<file path="src/design/mlts_ram.sv">
// Generic simple dual-port RAM: one write port, one read port with registered read data.
// Standalone; no package dependency.
module mlts_ram #(
   parameter int Width = 8,
   parameter int Depth = 16
) (
   input  logic                     clock,
   input  logic                     wr_en,
   input  logic [$clog2(Depth)-1:0] wr_addr,
   input  logic [Width-1:0]         wr_data,
   input  logic                     rd_en,
   input  logic [$clog2(Depth)-1:0] rd_addr,
   output logic [Width-1:0]         rd_data
);

   logic [Width-1:0] mem_ff [Depth];
   logic [Width-1:0] rd_data_ff;

   always_ff @(posedge clock) begin
      if (wr_en) begin
         mem_ff[wr_addr] <= wr_data;
      end
      if (rd_en) begin
         rd_data_ff <= mem_ff[rd_addr];
      end
   end

   assign rd_data = rd_data_ff;

endmodule

</file>
<file path="config.mk">
export PLATFORM = sky130hd
export DESIGN_NAME = mlts_ram
export DESIGN_NICKNAME = d
export VERILOG_FILES = /design/src/design/mlts_ram.sv
export SDC_FILE = /design/constraint.sdc
export NUM_CORES = 1
export LEC_CHECK = 0
export BUFFER_PORTS_ARGS = -buffer_cell sky130_fd_sc_hd__buf_2
export CORE_MARGIN = 4
export CORE_UTILIZATION = 45
export CTS_BUF_LIST = sky130_fd_sc_hd__clkbuf_8
export CTS_CLUSTER_DIAMETER = 60
export DETAILED_ROUTE_END_ITERATION = 12
export GPL_TIMING_DRIVEN = 0
export PLACE_DENSITY = 0.71
export SETUP_SLACK_MARGIN = 0.05
export SYNTH_ARGS = -nofsm -noshare
export SYNTH_HDL_FRONTEND = slang
export SYNTH_SLANG_ARGS = --single-unit
</file>
<file path="constraint.sdc">
create_clock -name clock -period 2.08 [get_ports clock]
set_clock_uncertainty 0.05 [all_clocks]
set_input_delay 0.416 -clock clock [delete_from_list [all_inputs] [get_ports clock]]
set_output_delay 0.416 -clock clock [all_outputs]
set_load 0.01 [all_outputs]
</file>
Word-level counts from Yosys, hierarchy flattened. Memory sizes are Yosys's and may differ from the RTL's. A register that Yosys moved wholly into a read port is not among the register bits. Cells that the tools add are included.

Latch bits: 0. Bits in writable memories: 128. Memory bits (read-only): 0. Input port bits: 19. Memories: 1. Bits in registers: 0.

$lt $le $gt $ge: 0. Shifts and indexed selects: 0. Div/mod/pow operators: 0. Multipliers: 0. Bitwise operators: 0. Equal/unequal tests: 0. Add/subtract/negate cells: 0. Multiplexer cells: 2. Reductions and logical operators: 0.

Memory list: mem_ff (words 16, width 8, rd ports 1, clocked after memory_dff 1, write ports 1, RTL line 16) `logic [Width-1:0] mem_ff [Depth];`.

Operator list (number): $mux 1 (2).

Logic depth before layout (Yosys ltp).
Depth after elaboration: 2. Depth in mapped cells: 5. Gate-level depth less buffers: 3.

Least setup slack after synthesis. Ideal clock, no wire load.

Path kind: input -> register. From: input wr_addr[2]. To: memory mem_ff[0][0] (enable). Required time: 1.647 ns. Setup slack: 0.121 ns. Data arrival time: 1.526 ns. Stages on the path: 2. Buffers on the path: 0. Cell sequence: or3b_2 nor3_1.

RTL lines: from (decl) (RTL line 9) `input logic [$clog2(Depth)-1:0] wr_addr,`; to (decl) (RTL line 16).

Straight into the memory's write port.

Worst setup path after layout.
From: input wr_addr[2]. To: memory mem_ff[8][5] (enable).

Straight into the memory's write port.

==> out/metrics.yaml <==
drt:
  drt-total-wl_microns: 9490
  ant_nets: 0
  wl_per_cell_microns: 22.2
  drc_errors: 0
  viasPerCell: 5.58
  firstDrtPassIters: 4
  drtIter0Drc: 156
  vias: 2390
synthesis:
  yosysWarningCount: 0
  synth_top_cell_area_share_pct: 78.1
  synth_nets: 248
  netlist_area_sq_mm: 0.00523
  yosysTopAreaCell: "edfxtp_1"
  ys_ff_latch: 136
  synth_cells: 229
  syn_avg_cell_area_sq_um: 22.8
  yosysSeqAreaShare_pct: 78.1
  synth_cell_types: 18
  synth_area_leaders: "edfxtp_1 78%, mux4_2 7.8%, mux4_1 7.0%"
timing:
  fmax_mhz: 557
  slew_viol_final: 0
  rsz0062_at_grt: "no"
  slew_headroom_pct: 17.7
  hold_ws_ns: 0.276
  worst_pin_slew_ns: 1.23
  hold_violations: 0
  finalSetupTns_ns: 0
  min_period_ns: 1.80
  post-route-period-util_pct: 86.3
  finalSetupViolCount: 0
critical_path:
  crit_required_ns: 2.06
  r2r-start: "mem_ff[3][7]$_DFFE_PP_"
  criticalPathCategory: "in -> reg"
  critPathLaunchType: "input pin"
  crit_path_end_kind: "flip-flop"
  slowest_delay_ns: 0.98
  crit_family: "simple AND/OR/NAND/NOR gates"
  cpMaxStageDelayCell: "nor3_1"
  arrival_ns: 1.78
  r2r_slack_ns: 0.49
  crit_chain: "buf_2 > nand3b_1 > nor3_1"
  crit_buf_inv: 1
  crit_path_max_fanout: 8
  reg2reg_depth: 3
  reg2reg_to: "rd_data[7]$_DFFE_PP_"
clock_network:
  clock_path_buffers: 2
  cts_root_buffer: "clkbuf_8"
  cts_hold_buf: 0
  clock-sinks: 136
  insertion_delay_ns: 0.42
  htreeDepth: 4
  cts_tree: "yes"
  path_clk_slew_ns: 0.07
  cts-buffers-inserted: 17
floorplan:
  coreArea_sq_mm: 0.0114
  die_h_microns: 116
  ios: 27
  initial_utilization_pct: 45.8
  die_w_microns: 116
  die_area_sq_mm: 0.0134
  num_rows: 39
hold_path:
  hold-path-endpoint: "rd_data[0]$_DFFE_PP_"
  hold_depth: 1
  min_from: "rd_en"
  hp-class: "in -> reg"
power_and_ir_drop:
  power.density_mw_per_mm2: 960
  leakagePower_uw: 0.00197
  finalPower_uw: 5740
  peakVddDrop_mv: 0.427
grt:
  grt.overflow.total: 0
  grt_max_degree: 17
  grt_pass1_vias: 2528
  grt_pass1_wl_microns: 14800
  grt_usage_pct: 15.8
  antenna_found_initial: 0
finish:
  final_common_cell: "edfxtp_1"
  n_antenna_cell: 0
  syn_to_final_growth_pct: 14.3
  fin_nets: 292
  final_cell_mix: "136 x edfxtp_1, 28 x buf_2, 18 x mux4_2"
  drive_gt1_share_pct: 29.1
  final_cell_area_sq_mm: 0.00598
  fill_cells: 889
place:
  place_hpwl_microns: 6170
  port_buffers: 25
  place_congestion: 0.726
  placed_area_sq_mm: 0.00553
outcome:
  status: "complete, no violations"
run:
  max_cap_violations: 0
[logic make-up after synthesis]
kind of cell | count (synthesis) | synth area share [%]
AO/OA/AOI/OAI | 16 | 2.30
buffers and inverters | 10 | 1.65
flip-flops | 136 | 78.1
multiplexers | 32 | 14.8
AND/OR/NAND/NOR | 35 | 3.14
[Yosys cell counts (all sizes together)]
library cell / n
nand2b: 2
mux4: 32
nand2: 9
and2: 1
nand3b: 2
and2b: 1
nand3: 1
clkdlybuf4s25: 3
nor2: 13
nor3: 4
or3b: 1
edfxtp: 136
a22oi: 16
buf: 7
nor2b: 1
[layout make-up]
type                            count  area, sq um  area share [%]
Sequential cell                   136         4080            68.3
Tap cell                          143          179            2.99
Clock buffer                       17          234            3.91
Multi-Input combinational cell     83         1060            17.8
Clock inverter                     14          206            3.45
Timing Repair Buffer               25          125            2.09
Buffer                             10         86.3            1.44
[metrics by stage]
step	util, %	worst slack, ns	instances
after detailed placement	48.4	-0.441	397
after floorplan	-	0.121	229
after global routing	52.3	0.155	428
after CTS	52.3	0.286	428
after global placement	48.4	-0.420	397
final	52.3	0.284	428
[worst register-to-register path, delay by kind of cell, from the launching register on]
kind               cells  cell delay (ns)
AOI/OAI and AO/OA      1             0.31
DFF                    1             0.38
muxes                  1             0.47
and+or+nand+nor        1             0.12
[worst max path at each step]
stage	to	start	slack (ns)	cells after the start
2_1_floorplan	mem_ff[0][0]$_DFFE_PP_	wr_addr[2]	0.12	2
6_report	mem_ff[8][5]$_DFFE_PP_	wr_addr[2]	0.28	3
4_1_cts	mem_ff[8][6]$_DFFE_PP_	wr_addr[2]	0.29	3
3_5_place_dp	mem_ff[0][1]$_DFFE_PP_	wr_addr[2]	-0.44	3
3_3_place_gp	mem_ff[0][1]$_DFFE_PP_	wr_addr[2]	-0.42	3
5_1_grt	mem_ff[8][6]$_DFFE_PP_	wr_addr[2]	0.15	3
[report_power, final]
part / total [uW] / switching [uW] / internal (uW) / leakage (uW)
combinational: 291 / 172 / 119 / 0.000519
sequential: 3100 / 12.9 / 3090 / 0.00124
clock: 2350 / 940 / 1410 / 0.000210
[routing by layer]
layer,global-route usage [%],wire length [microns],part of all wire (%),vias to the layer above
met5,0,0,0,-
met4,6.19,160,1.7,0
met3,4.23,696,7.3,14
met2,23.7,4600,48,105
met1,22.2,4030,42,1203
li1,-,-,-,1068
[registers in the layout, indices dropped and copies added, names as in the netlist]
register,cells
mem_ff,128
rd_data,8
[what timing repair did]
item / in CTS / in global routing
endpoints found under the setup margin: 8 / 0
buffers inserted: 0 / 0
gates resized for setup: 1 / 0
No activity file was read; power rests on OpenSTA's default activity.
