### config.mk
export PLATFORM = sky130hd
export DESIGN_NAME = mlts_find
export DESIGN_NICKNAME = d
export VERILOG_FILES = /design/src/design/mlts_pkg.sv /design/src/design/mlts_find.sv
export SDC_FILE = /design/constraint.sdc
export NUM_CORES = 1
export LEC_CHECK = 0
export ABC_AREA = 1
export BUFFER_PORTS_ARGS = -buffer_cell sky130_fd_sc_hd__clkbuf_2
export CAP_MARGIN = 0
export CORE_MARGIN = 2
export CORE_UTILIZATION = 49
export DETAILED_ROUTE_END_ITERATION = 10
export PLACE_DENSITY_LB_ADDON = 0.12
export SLEW_MARGIN = 30
export SYNTH_ARGS = -nofsm -noshare
export SYNTH_HDL_FRONTEND = slang
export SYNTH_SLANG_ARGS = --single-unit
### constraint.sdc
create_clock -name vclk -period 2.7
set_clock_uncertainty 0.15 [all_clocks]
set_input_delay 0 -clock vclk [all_inputs]
set_output_delay 0 -clock vclk [all_outputs]
set_load 0.005 [all_outputs]
### src/design/mlts_pkg.sv
// Package for the multi-level trail store: sizes, field layout, codes and shared types.
// Used by the top level, mlts_find and the bench; depends on nothing.
package mlts_pkg;

   localparam int MAX_LEVELS     = 64;
   localparam int LEVEL_CAPACITY = 256;
   localparam int MAIN_CAPACITY  = 4096;
   localparam int LIT_W          = 21;

   localparam int CMD_W      = 3;
   localparam int LVL_ARG_W  = 8;
   localparam int POS_W      = 13;
   localparam int RESULT_W   = 21;
   localparam int STATUS_W   = 2;

   localparam int LVL_IDX_W  = $clog2(MAX_LEVELS);
   localparam int LVL_CNT_W  = $clog2(MAX_LEVELS + 1);
   localparam int LCAP_W     = $clog2(LEVEL_CAPACITY + 1);
   localparam int LOFF_W     = $clog2(LEVEL_CAPACITY);
   localparam int MCAP_W     = $clog2(MAIN_CAPACITY + 1);
   localparam int MADDR_W    = $clog2(MAIN_CAPACITY);
   localparam int LEVEL_DEPTH = MAX_LEVELS * LEVEL_CAPACITY;
   localparam int LADDR_W    = LVL_IDX_W + LOFF_W;

   localparam int REQ_LVL_LSB  = 0;
   localparam int REQ_LIT_LSB  = LVL_ARG_W;
   localparam int REQ_POS_LSB  = LVL_ARG_W + LIT_W;
   localparam int REQ_DATA_W   = ((LVL_ARG_W + LIT_W + POS_W + 7) / 8) * 8;
   localparam int REQ_USER_W   = ((CMD_W + 7) / 8) * 8;
   localparam int RSP_DATA_W   = ((RESULT_W + 7) / 8) * 8;
   localparam int RSP_USER_W   = ((STATUS_W + 7) / 8) * 8;

   typedef enum logic [CMD_W-1:0] {
      CMD_OPEN       = 3'd0,
      CMD_DROP       = 3'd1,
      CMD_PUSH       = 3'd2,
      CMD_SET_CURSOR = 3'd3,
      CMD_FIND       = 3'd4,
      CMD_SIZE       = 3'd5,
      CMD_CURSOR     = 3'd6,
      CMD_READ       = 3'd7
   } cmd_type;

   typedef enum logic [STATUS_W-1:0] {
      STATUS_OK    = 2'd0,
      STATUS_FULL  = 2'd1,
      STATUS_RANGE = 2'd2
   } status_type;

   typedef enum logic {
      ST_IDLE = 1'b0,
      ST_EXEC = 1'b1
   } state_type;

   typedef struct packed {
      logic [LCAP_W-1:0] cursor;
      logic [LCAP_W-1:0] size;
   } level_meta_type;

   typedef struct packed {
      logic                 found;
      logic [LVL_IDX_W-1:0] index;
   } find_result_type;

endpackage

### src/design/mlts_find.sv
// Next-pending-level search over the per-level pending bitmask.
// Depends on mlts_pkg for sizes and the search result type.
module mlts_find (
   input  logic [mlts_pkg::MAX_LEVELS-1:0] pending,
   input  logic [mlts_pkg::LVL_ARG_W-1:0]  start,
   input  logic [mlts_pkg::LVL_CNT_W-1:0]  count,
   output mlts_pkg::find_result_type       result
);

   always_comb begin
      result.found = 1'b0;
      result.index = '0;
      for (int l = mlts_pkg::MAX_LEVELS - 1; l >= 0; l--) begin
         if (pending[l] && (l >= int'(start)) && (l < int'(count))) begin
            result.found = 1'b1;
            result.index = mlts_pkg::LVL_IDX_W'(l);
         end
      end
   end

endmodule

After elaboration in Yosys (flattened, before gate mapping). Index checks and enable logic that the tools add are counted.

Magnitude comparators: 128. Mux-type cells: 64. Reductions and logical operators: 128.

Operators by type and width (number): $mux W7 (64); $ge A6 B8 Y1 const A (32); $lt A6 B7 Y1 const A (32); $ge A5 B8 Y1 const A (16); $logic_and A1 B1 Y1 (128); $lt A5 B7 Y1 const A (16); $ge A4 B8 Y1 const A (8); $lt A4 B7 Y1 const A (8); $ge A3 B8 Y1 const A (4); $lt A3 B7 Y1 const A (4); $ge A1 B8 Y1 const A (2); $ge A2 B8 Y1 const A (2); $lt A1 B7 Y1 const A (2); $lt A2 B7 Y1 const A (2).

Word-level logic and storage cells: 320. Output and inout bits: 7. Register bits: 0. Input port bits: 79.

Longest topological paths before layout. Gate-level depths: netlist of the first run.

Word-level depth: 67. Depth in mapped cells: 57. Mapped depth without buffers: 56.

Least setup slack after synthesis of the first run. No wires, ideal clock.

Kind: input -> output. From: input start[2] (netlist bit). To: output result[0] (netlist bit). Data required time: 2550 ps. Stages on the path: 54. Data arrival time: 2767 ps. Setup slack: -217 ps. Buffers on the path: 1. Path through: buf_4 > nand2_2 > nor2_2 > o21ai_1 > nand3_2 > nand2_1 > nand2_1 > nand2_1 > nand2_1 > nand2_1 > nand2_1 > nand2_1 > nand2_1 > nand2_1 > nand2_1 > nand2_1 > nand2_1 > nand2_1 > [18 not listed] > nand2_1 > nand2_1 > nand2_1 > nand2_1 > nand2_1 > nand2_1 > nand2_1 > nand2_1 > nand2_1 > nand2_1 > nand2_1 > nand2_1 > nand2_1 > nand2_1 > nand2_1 > nand2_1 > nand2_1 > a21oi_2.

RTL lines: from (decl) (RTL line mlts_find.sv:5) `input logic [mlts_pkg::LVL_ARG_W-1:0] start,`; to (decl) (RTL line mlts_find.sv:7) `output mlts_pkg::find_result_type result`.

==> impl_results.html, run 1 <==
<table>
<tr><th>Metric</th><th>Value</th></tr>
<tr><th colspan="2">Synthesis</th></tr>
<tr><td>Register area share after synthesis</td><td>0%</td></tr>
<tr><td>Netlist area before placement</td><td>2450 µm²</td></tr>
<tr><td>Dominant cells by area after synthesis</td><td>sky130_fd_sc_hd__nand2_1 (17%), sky130_fd_sc_hd__inv_1 (16%), sky130_fd_sc_hd__nor2_1 (12%), sky130_fd_sc_hd__o2111ai_1 (7.2%), sky130_fd_sc_hd__o21ai_0 (6.7%)</td></tr>
<tr><td>Post-synth net total</td><td>590</td></tr>
<tr><td>Distinct cell type count after synthesis</td><td>42</td></tr>
<tr><td>Synthesized area per cell</td><td>about 4.8 µm²</td></tr>
<tr><td>Gate count of the mapped netlist</td><td>511</td></tr>
<tr><td>Number of warnings reported in the yosys synthesis log</td><td>0</td></tr>
<tr><td>Post-synth top cells</td><td>sky130_fd_sc_hd__nand2_1 (114), sky130_fd_sc_hd__inv_1 (102), sky130_fd_sc_hd__nor2_1 (79)</td></tr>
<tr><td>Yosys top cell area share</td><td>17.5%</td></tr>
<tr><td>Leading cell type by number of instances after synthesis</td><td>sky130_fd_sc_hd__nand2_1</td></tr>
<tr><td>Area leader, netlist</td><td>sky130_fd_sc_hd__nand2_1</td></tr>
<tr><th colspan="2">STA</th></tr>
<tr><td>Final-report setup violation count</td><td>7</td></tr>
<tr><td>Hold violation total from the final report</td><td>0</td></tr>
<tr><td>Fin worst setup slack</td><td>-1.47 ns</td></tr>
<tr><td>Tightest hold margin</td><td>0.324 ns</td></tr>
<tr><td>Max-slew headroom</td><td>39.4%</td></tr>
<tr><td>Period Utilization, post-route</td><td>155%</td></tr>
<tr><td>Transition time of the tightest slew-check pin</td><td>0.900 ns</td></tr>
<tr><td>Number of pins exceeding their max-slew limit in the final report</td><td>0</td></tr>
<tr><td>Sum of negative setup slack</td><td>-5.32 ns</td></tr>
<tr><td>Setup repair after global routing missed its margin</td><td>yes</td></tr>
<tr><td>Fin crit period</td><td>approximately 4.2 ns</td></tr>
<tr><td>Highest attainable clock frequency</td><td>0.240 GHz</td></tr>
<tr><th colspan="2">Setup path</th></tr>
<tr><td>Max FO, Critical Path</td><td>8</td></tr>
<tr><td>Data required time of the critical path</td><td>approximately 2.6 ns</td></tr>
<tr><td>Crit path top cell by count</td><td>sky130_fd_sc_hd__nand2_1</td></tr>
<tr><td>Nature of the critical path endpoint</td><td>output pin</td></tr>
<tr><td>Crit path arrival time</td><td>4.02 ns</td></tr>
<tr><td>Crit-path leading delay family</td><td>simple AND/OR/NAND/NOR gates</td></tr>
<tr><td>Kind of launch point of the worst setup path</td><td>input pin</td></tr>
<tr><td>Worst path slowest cell</td><td>sky130_fd_sc_hd__nor4_1</td></tr>
<tr><td>Buf/Inv on CP</td><td>6</td></tr>
<tr><td>First element of the critical path</td><td>start[2]</td></tr>
<tr><td>CP peak stage delay</td><td>0.28 ns</td></tr>
<tr><td>Start-to-end type of the worst setup path</td><td>in2out</td></tr>
<tr><th colspan="2">Floorplan</th></tr>
<tr><td>Initial cell density of the core</td><td>around half</td></tr>
<tr><td>Core outline area</td><td>4790 µm²</td></tr>
<tr><td>Floorplan die width</td><td>74.7 µm</td></tr>
<tr><td>Chip Height</td><td>roughly 75 µm</td></tr>
<tr><td>Standard-cell rows</td><td>25</td></tr>
<tr><td>Number of ports placed on the die boundary</td><td>86</td></tr>
<tr><td>Die area</td><td>around 5600 µm²</td></tr>
<tr><th colspan="2">Layout</th></tr>
<tr><td>Filler instances</td><td>approximately 210</td></tr>
<tr><td>Share of final-layout standard cells stronger than drive strength 1</td><td>44.6%</td></tr>
<tr><td>Relative area change from synthesis to final layout</td><td>80.8%</td></tr>
<tr><td>Number of sequential cells</td><td>0</td></tr>
<tr><td>Sequential cell area in the final layout</td><td>0 µm²</td></tr>
<tr><td>Net total in the final layout</td><td>around 820</td></tr>
<tr><td>Core Util, Final</td><td>92.5%</td></tr>
<tr><td>Clock buf count</td><td>0</td></tr>
<tr><th colspan="2">Route</th></tr>
<tr><td>Number of remaining DRC errors</td><td>0</td></tr>
<tr><td>Detail-routed net length per standard cell</td><td>20.9 µm</td></tr>
<tr><td>Vias/cell</td><td>6.63</td></tr>
<tr><td>Count of routing violations after the opening detailed-route iteration</td><td>1412</td></tr>
<tr><td>Vias after detailed routing</td><td>about 5300</td></tr>
<tr><td>Total iterations of the first detailed-routing run</td><td>9</td></tr>
<tr><td>Count of nets left with antenna violations after detail routing</td><td>0</td></tr>
<tr><td>Routed WL</td><td>16.8 mm</td></tr>
<tr><th colspan="2">Min path</th></tr>
<tr><td>Terminating pin of the worst hold path</td><td>result[1]</td></tr>
<tr><td>Min-Delay Startpoint</td><td>pending[1]</td></tr>
<tr><td>Kind of path behind the tightest hold check</td><td>in2out</td></tr>
<tr><td>Cell count of the worst hold path</td><td>5</td></tr>
<tr><th colspan="2">Job</th></tr>
<tr><td>Number of max-cap violations</td><td>0</td></tr>
<tr><th colspan="2">GRT</th></tr>
<tr><td>Aggregate global routing overflow</td><td>0</td></tr>
<tr><td>Wire length of the first global-routing pass</td><td>~19 mm</td></tr>
<tr><td>Aggregate global-route resource usage</td><td>43.5%</td></tr>
<tr><td>Via count of the first global-routing pass</td><td>4068</td></tr>
<tr><td>Antenna violations before repair</td><td>2</td></tr>
<tr><td>Maximum number of pins on one net before global-route repair</td><td>13</td></tr>
<tr><th colspan="2">Outcome</th></tr>
<tr><td>Run status</td><td>complete, but fails checks</td></tr>
<tr><td>Violations in the final reports</td><td>negative setup slack</td></tr>
<tr><th colspan="2">Placement</th></tr>
<tr><td>Port Buf Inserts</td><td>86</td></tr>
<tr><td>Final weighted congestion in routability-driven placement</td><td>1.13</td></tr>
<tr><td>Post-Place Setup Slack</td><td>-0.892 ns</td></tr>
<tr><td>HPWL after DPL</td><td>9.79 mm</td></tr>
</table>
worst min-delay path, stage by stage:
cell	delay [ns]
sky130_fd_sc_hd__clkbuf_2	0.08
sky130_fd_sc_hd__inv_1	0.06
sky130_fd_sc_hd__o41ai_1	0.08
sky130_fd_sc_hd__a31oi_1	0.14
sky130_fd_sc_hd__clkbuf_2	0.12
layout by cell type, fill, tap and decap left out, types with 7 or more instances in the layout:
cell                        Yosys  routed
sky130_fd_sc_hd__nor4_1        24      20
sky130_fd_sc_hd__inv_2         14      13
sky130_fd_sc_hd__nand2_2        9      10
sky130_fd_sc_hd__a21oi_1       28      20
sky130_fd_sc_hd__o2111ai_2      0       8
sky130_fd_sc_hd__nor2_1        79      73
sky130_fd_sc_hd__nand3_1       12       9
sky130_fd_sc_hd__inv_1        102     101
sky130_fd_sc_hd__nor2_2         6       7
sky130_fd_sc_hd__o2111ai_1     20      12
sky130_fd_sc_hd__clkbuf_2       1      79
sky130_fd_sc_hd__a21oi_2        2       8
sky130_fd_sc_hd__buf_4          4     140
sky130_fd_sc_hd__buf_6          3      12
sky130_fd_sc_hd__nand2_1      114     108
sky130_fd_sc_hd__o21ai_0       33      21
sky130_fd_sc_hd__o21ai_1        2      11
metrics by stage:
| stage | cell area [µm²] | cells |
|---|---|---|
| floorplan | 2480 | 511 |
| global placement | 3960 | 789 |
| detailed placement | 3960 | 789 |
| CTS | 4150 | 799 |
| global route | 4430 | 803 |
| finish | 4430 | 803 |
area by class of cell:
cell class                 instances  area, µm²  area share [%]
tap                               67       83.8            1.89
timing repair buffer             237       1640            37.1
multi-input combinational        380       2240            50.7
inverter                         118        454            10.3
antenna                            1       2.50          0.0565
kinds of logic after synthesis:
logic type / Yosys count / share of synthesized area [%]
AO/OA/AOI/OAI: 107 / 27.6
buffers and inverters: 131 / 21.9
AND/OR/NAND/NOR: 273 / 50.5
timing repair:
item	in CTS	in global routing
pin swaps	20	25
hold buffers	0	0
resized for setup	33	69
setup buffers	10	6
endpoints found under the setup margin	6	7
how the worst max path moves through the flow:
stage                           end  slack [ns]  cells after the start
after floorplan           result[0]       -0.20                     54
after global placement    result[0]       -0.77                     54
after detailed placement  result[0]       -0.89                     56
after CTS                 result[0]       -0.83                     54
after global routing      result[0]       -1.85                     58
final                     result[0]       -1.47                     53
layer usage:
metal / global-route usage [%] / share of wire (%) / vias up
li1: - / - / 2136
met1: 59.2 / 33 / 2263
met2: 70.6 / 40 / 658
met3: 6.29 / 17 / 264
met4: 14.7 / 10 / 2
met5: 0 / 0.071 / -
==> run 2: changes to the inputs <==
--- a/config.mk
+++ b/config.mk
@@ -9,7 +9,7 @@
 export BUFFER_PORTS_ARGS = -buffer_cell sky130_fd_sc_hd__clkbuf_2
 export CAP_MARGIN = 0
 export CORE_MARGIN = 2
-export CORE_UTILIZATION = 49
+export CORE_UTILIZATION = 50
 export DETAILED_ROUTE_END_ITERATION = 10
 export PLACE_DENSITY_LB_ADDON = 0.12
 export SLEW_MARGIN = 30
==> constraint.sdc (replaced) <==
create_clock -name vclk -period 4.88
set_clock_uncertainty 0.15 [all_clocks]
set_input_delay 0 -clock vclk [all_inputs]
set_output_delay 0 -clock vclk [all_outputs]
set_load 0.005 [all_outputs]
==> impl_results.html, run 2 (synthesis gave the netlist of run 1 again) <==
<table>
<tr><th>Metric</th><th>Value</th></tr>
<tr><th colspan="2">Outcome</th></tr>
<tr><td>Run status</td><td>finished, final reports clean</td></tr>
<tr><th colspan="2">Setup path</th></tr>
<tr><td>Worst path slowest cell</td><td>sky130_fd_sc_hd__nor2_2</td></tr>
<tr><td>Kind of launch point of the worst setup path</td><td>input pin</td></tr>
<tr><td>CP peak stage delay</td><td>0.39 ns</td></tr>
<tr><td>Max FO, Critical Path</td><td>12</td></tr>
<tr><td>Data required time of the critical path</td><td>4.73 ns</td></tr>
<tr><td>Nature of the critical path endpoint</td><td>output pin</td></tr>
<tr><td>Start-to-end type of the worst setup path</td><td>in2out</td></tr>
<tr><td>Crit path arrival time</td><td>about 4 ns</td></tr>
<tr><td>Crit path top cell by count</td><td>sky130_fd_sc_hd__nand2_1</td></tr>
<tr><th colspan="2">Floorplan</th></tr>
<tr><td>Standard-cell rows</td><td>25</td></tr>
<tr><td>Chip Height</td><td>74.0 µm</td></tr>
<tr><td>Floorplan die width</td><td>74.0 µm</td></tr>
<tr><td>Number of ports placed on the die boundary</td><td>86</td></tr>
<tr><td>Die area</td><td>5470 µm²</td></tr>
<tr><td>Core outline area</td><td>4720 µm²</td></tr>
<tr><td>Initial cell density of the core</td><td>51.8%</td></tr>
<tr><th colspan="2">STA</th></tr>
<tr><td>Sum of negative setup slack</td><td>0 ns</td></tr>
<tr><td>Period Utilization, post-route</td><td>between 80 and 90%</td></tr>
<tr><td>Setup repair after global routing missed its margin</td><td>no</td></tr>
<tr><td>Max-slew headroom</td><td>36.2%</td></tr>
<tr><td>Final-report setup violation count</td><td>0</td></tr>
<tr><td>Fin worst setup slack</td><td>0.840 ns</td></tr>
<tr><td>Hold violation total from the final report</td><td>0</td></tr>
<tr><td>Fin crit period</td><td>4.04 ns</td></tr>
<tr><td>Transition time of the tightest slew-check pin</td><td>0.954 ns</td></tr>
<tr><td>Highest attainable clock frequency</td><td>0.248 GHz</td></tr>
<tr><td>Number of pins exceeding their max-slew limit in the final report</td><td>0</td></tr>
<tr><th colspan="2">Route</th></tr>
<tr><td>Detail-routed net length per standard cell</td><td>15.3 µm</td></tr>
<tr><td>Vias after detailed routing</td><td>between 3000 and 4000</td></tr>
<tr><td>Vias/cell</td><td>5.75</td></tr>
<tr><td>Total iterations of the first detailed-routing run</td><td>6</td></tr>
<tr><td>Count of nets left with antenna violations after detail routing</td><td>0</td></tr>
<tr><td>Routed WL</td><td>10.0 mm</td></tr>
<tr><td>Count of routing violations after the opening detailed-route iteration</td><td>482</td></tr>
<tr><td>Number of remaining DRC errors</td><td>0</td></tr>
<tr><th colspan="2">Clocking</th></tr>
<tr><td>Post-CTS Setup Repair Bufs</td><td>0</td></tr>
<tr><td>Number of hold-repair buffers added at the cts stage</td><td>0</td></tr>
<tr><td>Resized Gates After CTS</td><td>0</td></tr>
<tr><th colspan="2">Placement</th></tr>
<tr><td>Final weighted congestion in routability-driven placement</td><td>1.07</td></tr>
<tr><td>HPWL after DPL</td><td>between 8 and 9 mm</td></tr>
<tr><td>Post-Place Setup Slack</td><td>0.907 ns</td></tr>
<tr><td>Port Buf Inserts</td><td>86</td></tr>
<tr><th colspan="2">Layout</th></tr>
<tr><td>Sequential cell area in the final layout</td><td>0 µm²</td></tr>
<tr><td>Antenna fix cells</td><td>0</td></tr>
<tr><td>Clock buf count</td><td>0</td></tr>
<tr><td>Net total in the final layout</td><td>668</td></tr>
<tr><td>Most frequent cells in the layout</td><td>sky130_fd_sc_hd__nand2_1 (114), sky130_fd_sc_hd__inv_1 (102), sky130_fd_sc_hd__clkbuf_2 (86)</td></tr>
<tr><td>Share of final-layout standard cells stronger than drive strength 1</td><td>22.0%</td></tr>
<tr><td>Relative area change from synthesis to final layout</td><td>18.2%</td></tr>
<tr><td>Most common cell after layout, fill and taps aside</td><td>sky130_fd_sc_hd__nand2_1</td></tr>
<tr><td>Filler instances</td><td>about 530</td></tr>
<tr><td>Number of sequential cells</td><td>0</td></tr>
<tr><th colspan="2">Power</th></tr>
<tr><td>Worst ir drop on vdd</td><td>0.0656 mV</td></tr>
<tr><td>Power density over the cells</td><td>slightly below 100 nW/µm²</td></tr>
<tr><td>Total chip power</td><td>between 0.2 and 0.3 mW</td></tr>
<tr><td>Leakage power</td><td>1.75 nW</td></tr>
<tr><th colspan="2">Job</th></tr>
<tr><td>Number of max-cap violations</td><td>0</td></tr>
<tr><th colspan="2">GRT</th></tr>
<tr><td>Maximum number of pins on one net before global-route repair</td><td>14</td></tr>
<tr><td>Antenna violations before repair</td><td>0</td></tr>
<tr><td>Via count of the first global-routing pass</td><td>3317</td></tr>
<tr><td>Aggregate global-route resource usage</td><td>36.8%</td></tr>
<tr><td>Aggregate global routing overflow</td><td>0</td></tr>
<tr><td>Wire length of the first global-routing pass</td><td>approximately 16 mm</td></tr>
<tr><th colspan="2">Min path</th></tr>
<tr><td>Kind of path behind the tightest hold check</td><td>in2out</td></tr>
<tr><td>Cell count of the worst hold path</td><td>6</td></tr>
</table>
run 2: path summary, 6_finish.rpt:
kind	start	end	slack [ns]
max	start[7]	result[0]	0.84
min	pending[5]	result[0]	0.33
run 2: power breakdown:
group,switching [mW],total (mW),internal (mW)
Sequential,0,0,0
Combinational,0.184,0.288,0.104
Clock,0,0,0
run 2: worst max-delay path, delay by kind of cell:
family                 cells  cell delay, ns
and+or+nand+nor           51            3.36
AOI/OAI and AO/OA          2            0.36
buffers and inverters      2            0.21
run 2: layout make-up:
type / count / area (µm²) / share of cell area, %
Timing Repair Buffer: 89 / 453 / 15.6
Inverter: 118 / 444 / 15.3
Tap cell: 67 / 83.8 / 2.90
Multi-Input combinational cell: 380 / 1910 / 66.1
run 2: through the flow:
step | hold WS [ns] | util, % | instances | instance area (µm²)
after floorplan | 0.0710 | - | 511 | 2450
after global placement | 0.317 | 61.2 | 654 | 2890
after detailed placement | 0.318 | 61.3 | 654 | 2890
after CTS | 0.322 | 61.3 | 654 | 2890
after global routing | 0.344 | 61.3 | 654 | 2900
final | 0.327 | 61.3 | 654 | 2900
run 2: per-layer routing:
metal	up-vias	track usage (%)	wire length (µm)
met4	0	9.29	210
li1	1841	-	-
met1	1588	53.6	4220
met5	-	0	0
met2	301	56.4	4290
met3	29	5.69	1310
(Power assumes the default switching activity.)
==> run 3: changes to the inputs <==
--- a/config.mk
+++ b/config.mk
@@ -9,7 +9,7 @@
 export BUFFER_PORTS_ARGS = -buffer_cell sky130_fd_sc_hd__clkbuf_2
 export CAP_MARGIN = 0
 export CORE_MARGIN = 2
-export CORE_UTILIZATION = 50
+export CORE_UTILIZATION = 49
 export DETAILED_ROUTE_END_ITERATION = 10
 export PLACE_DENSITY_LB_ADDON = 0.12
 export SLEW_MARGIN = 30
==> constraint.sdc (replaced) <==
create_clock -name vclk -period 3.6
set_clock_uncertainty 0.15 [all_clocks]
set_input_delay 0 -clock vclk [all_inputs]
set_output_delay 0 -clock vclk [all_outputs]
set_load 0.005 [all_outputs]
==> impl_results.html, run 3 (synthesis gave the netlist of run 1 again) <==
<table>
<tr><th>Metric</th><th>Value</th></tr>
<tr><th colspan="2">Floorplan</th></tr>
<tr><td>Initial cell density of the core</td><td>~51%</td></tr>
<tr><td>Core outline area</td><td>4790 µm²</td></tr>
<tr><td>Die area</td><td>around 5600 µm²</td></tr>
<tr><td>Chip Height</td><td>74.7 µm</td></tr>
<tr><td>Floorplan die width</td><td>74.7 µm</td></tr>
<tr><td>Number of ports placed on the die boundary</td><td>86</td></tr>
<tr><td>Standard-cell rows</td><td>25</td></tr>
<tr><th colspan="2">Route</th></tr>
<tr><td>Number of remaining DRC errors</td><td>0</td></tr>
<tr><td>Total iterations of the first detailed-routing run</td><td>6</td></tr>
<tr><td>Count of nets left with antenna violations after detail routing</td><td>0</td></tr>
<tr><td>Count of routing violations after the opening detailed-route iteration</td><td>slightly above 400</td></tr>
<tr><td>Detail-routed net length per standard cell</td><td>around 15 µm</td></tr>
<tr><td>Routed WL</td><td>10.6 mm</td></tr>
<tr><td>Vias after detailed routing</td><td>3931</td></tr>
<tr><td>Vias/cell</td><td>5.71</td></tr>
<tr><th colspan="2">Setup path</th></tr>
<tr><td>Worst path slowest cell</td><td>sky130_fd_sc_hd__clkbuf_2</td></tr>
<tr><td>CP peak stage delay</td><td>about 0.2 ns</td></tr>
<tr><td>Max FO, Critical Path</td><td>10</td></tr>
<tr><td>Crit-path leading delay family</td><td>simple AND/OR/NAND/NOR gates</td></tr>
<tr><td>Crit path arrival time</td><td>3.38 ns</td></tr>
<tr><td>Kind of launch point of the worst setup path</td><td>input pin</td></tr>
<tr><td>Buf/Inv on CP</td><td>2</td></tr>
<tr><td>Start-to-end type of the worst setup path</td><td>in2out</td></tr>
<tr><td>Data required time of the critical path</td><td>3.45 ns</td></tr>
<tr><td>Nature of the critical path endpoint</td><td>output pin</td></tr>
<tr><td>Crit path top cell by count</td><td>sky130_fd_sc_hd__nand2_1</td></tr>
<tr><th colspan="2">Power</th></tr>
<tr><td>Power density over the cells</td><td>134 nW/µm²</td></tr>
<tr><td>Worst ir drop on vdd</td><td>0.0727 mV</td></tr>
<tr><td>Leakage power</td><td>1.93 nW</td></tr>
<tr><td>Total chip power</td><td>0.430 mW</td></tr>
<tr><th colspan="2">STA</th></tr>
<tr><td>Fin crit period</td><td>3.53 ns</td></tr>
<tr><td>Hold violation total from the final report</td><td>0</td></tr>
<tr><td>Tightest hold margin</td><td>0.293 ns</td></tr>
<tr><td>Sum of negative setup slack</td><td>0 ns</td></tr>
<tr><td>Final-report setup violation count</td><td>0</td></tr>
<tr><td>Max-slew headroom</td><td>about half</td></tr>
<tr><td>Number of pins exceeding their max-slew limit in the final report</td><td>0</td></tr>
<tr><td>Transition time of the tightest slew-check pin</td><td>0.772 ns</td></tr>
<tr><td>Highest attainable clock frequency</td><td>roughly 0.28 GHz</td></tr>
<tr><td>Setup repair after global routing missed its margin</td><td>yes</td></tr>
<tr><td>Period Utilization, post-route</td><td>98.2%</td></tr>
<tr><th colspan="2">Layout</th></tr>
<tr><td>Number of sequential cells</td><td>0</td></tr>
<tr><td>Clock buf count</td><td>0</td></tr>
<tr><td>Antenna fix cells</td><td>0</td></tr>
<tr><td>Most frequent cells in the layout</td><td>sky130_fd_sc_hd__nand2_1 (112), sky130_fd_sc_hd__inv_1 (102), sky130_fd_sc_hd__clkbuf_2 (84)</td></tr>
<tr><td>Final cell area excluding filler cells</td><td>3210 µm²</td></tr>
<tr><td>Net total in the final layout</td><td>~700</td></tr>
<tr><td>Filler instances</td><td>slightly below 500</td></tr>
<tr><td>Relative area change from synthesis to final layout</td><td>31.1%</td></tr>
<tr><td>Multi-input gate area in the final layout</td><td>roughly 2000 µm²</td></tr>
<tr><td>Sequential cell area in the final layout</td><td>0 µm²</td></tr>
<tr><td>Share of final-layout standard cells stronger than drive strength 1</td><td>a little over a quarter</td></tr>
<tr><td>Most common cell after layout, fill and taps aside</td><td>sky130_fd_sc_hd__nand2_1</td></tr>
<tr><th colspan="2">Min path</th></tr>
<tr><td>Terminating pin of the worst hold path</td><td>result[1]</td></tr>
<tr><td>Cell count of the worst hold path</td><td>4</td></tr>
<tr><td>Min-Delay Startpoint</td><td>pending[3]</td></tr>
<tr><td>Kind of path behind the tightest hold check</td><td>in2out</td></tr>
<tr><th colspan="2">Outcome</th></tr>
<tr><td>Run status</td><td>finished, final reports clean</td></tr>
<tr><th colspan="2">GRT</th></tr>
<tr><td>Aggregate global-route resource usage</td><td>~37%</td></tr>
<tr><td>Wire length of the first global-routing pass</td><td>between 15 and 20 mm</td></tr>
<tr><td>Via count of the first global-routing pass</td><td>3469</td></tr>
<tr><td>Aggregate global routing overflow</td><td>0</td></tr>
<tr><td>Antenna violations before repair</td><td>0</td></tr>
<tr><td>Maximum number of pins on one net before global-route repair</td><td>16</td></tr>
<tr><th colspan="2">Job</th></tr>
<tr><td>Number of max-cap violations</td><td>0</td></tr>
<tr><th colspan="2">Placement</th></tr>
<tr><td>Placed Instance Area</td><td>3130 µm²</td></tr>
<tr><td>HPWL after DPL</td><td>8.81 mm</td></tr>
<tr><td>Final weighted congestion in routability-driven placement</td><td>0.982</td></tr>
<tr><td>Port Buf Inserts</td><td>86</td></tr>
</table>
run 3: changes by cell type in the layout (fill, tap and decap cells not counted), moves of 2 or more:
cell	delta
sky130_fd_sc_hd__clkbuf_2	-2
sky130_fd_sc_hd__buf_4	+34
sky130_fd_sc_hd__nand2_4	+3
sky130_fd_sc_hd__nand2_1	-2
sky130_fd_sc_hd__nor2_4	+2
run 3: metrics by stage:
step	setup WS (ns)	cells	util (%)
3_3_place_gp	0.0974	686	65.5
5_1_grt	-0.540	688	67.1
3_5_place_dp	0.0585	686	65.5
6_report	0.0665	688	67.1
4_1_cts	0.0347	686	65.5
2_1_floorplan	0.683	511	-
run 3: per-layer routing:
metal	track usage [%]	up-vias	wire length, µm	part of all wire, %
met4	9.92	0	367	3.5
met2	58.4	278	4410	42
met5	0	-	0	0
li1	-	1904	-	-
met3	3.48	48	1230	12
met1	55.0	1701	4590	43
run 3: worst max path at each step:
stage	depth (start not counted)	end	slack [ns]	start
after global routing	55	result[0]	-0.54	start[6]
after CTS	55	result[0]	0.03	start[7]
final	56	result[0]	0.07	start[5]
after global placement	55	result[0]	0.1	start[7]
after floorplan	54	result[0]	0.68	start[2]
after detailed placement	55	result[0]	0.06	start[7]
run 3: repair_timing:
action	CTS	global route
gates resized for setup	0	18
endpoints found under the setup margin	0	4
hold buffers	0	0
buffers inserted	0	2
run 3: final cells by class:
cell class	count	share of cell area (%)
Timing Repair Buffer	123	22.3
Multi-Input combinational cell	380	61.3
Tap cell	67	2.61
Inverter	118	13.8
run 3: worst min-delay path, stage by stage:
cell and delay [ns]:
sky130_fd_sc_hd__clkbuf_2 0.08, sky130_fd_sc_hd__o2111ai_1 0.15, sky130_fd_sc_hd__a31oi_1 0.11, sky130_fd_sc_hd__clkbuf_2 0.10
run 3: power by group:
| part | total [mW] | internal (mW) | switching, mW |
|---|---|---|---|
| clock | 0 | 0 | 0 |
| combinational | 0.430 | 0.167 | 0.264 |
| sequential | 0 | 0 | 0 |
| total | 0.430 | 0.167 | 0.264 |
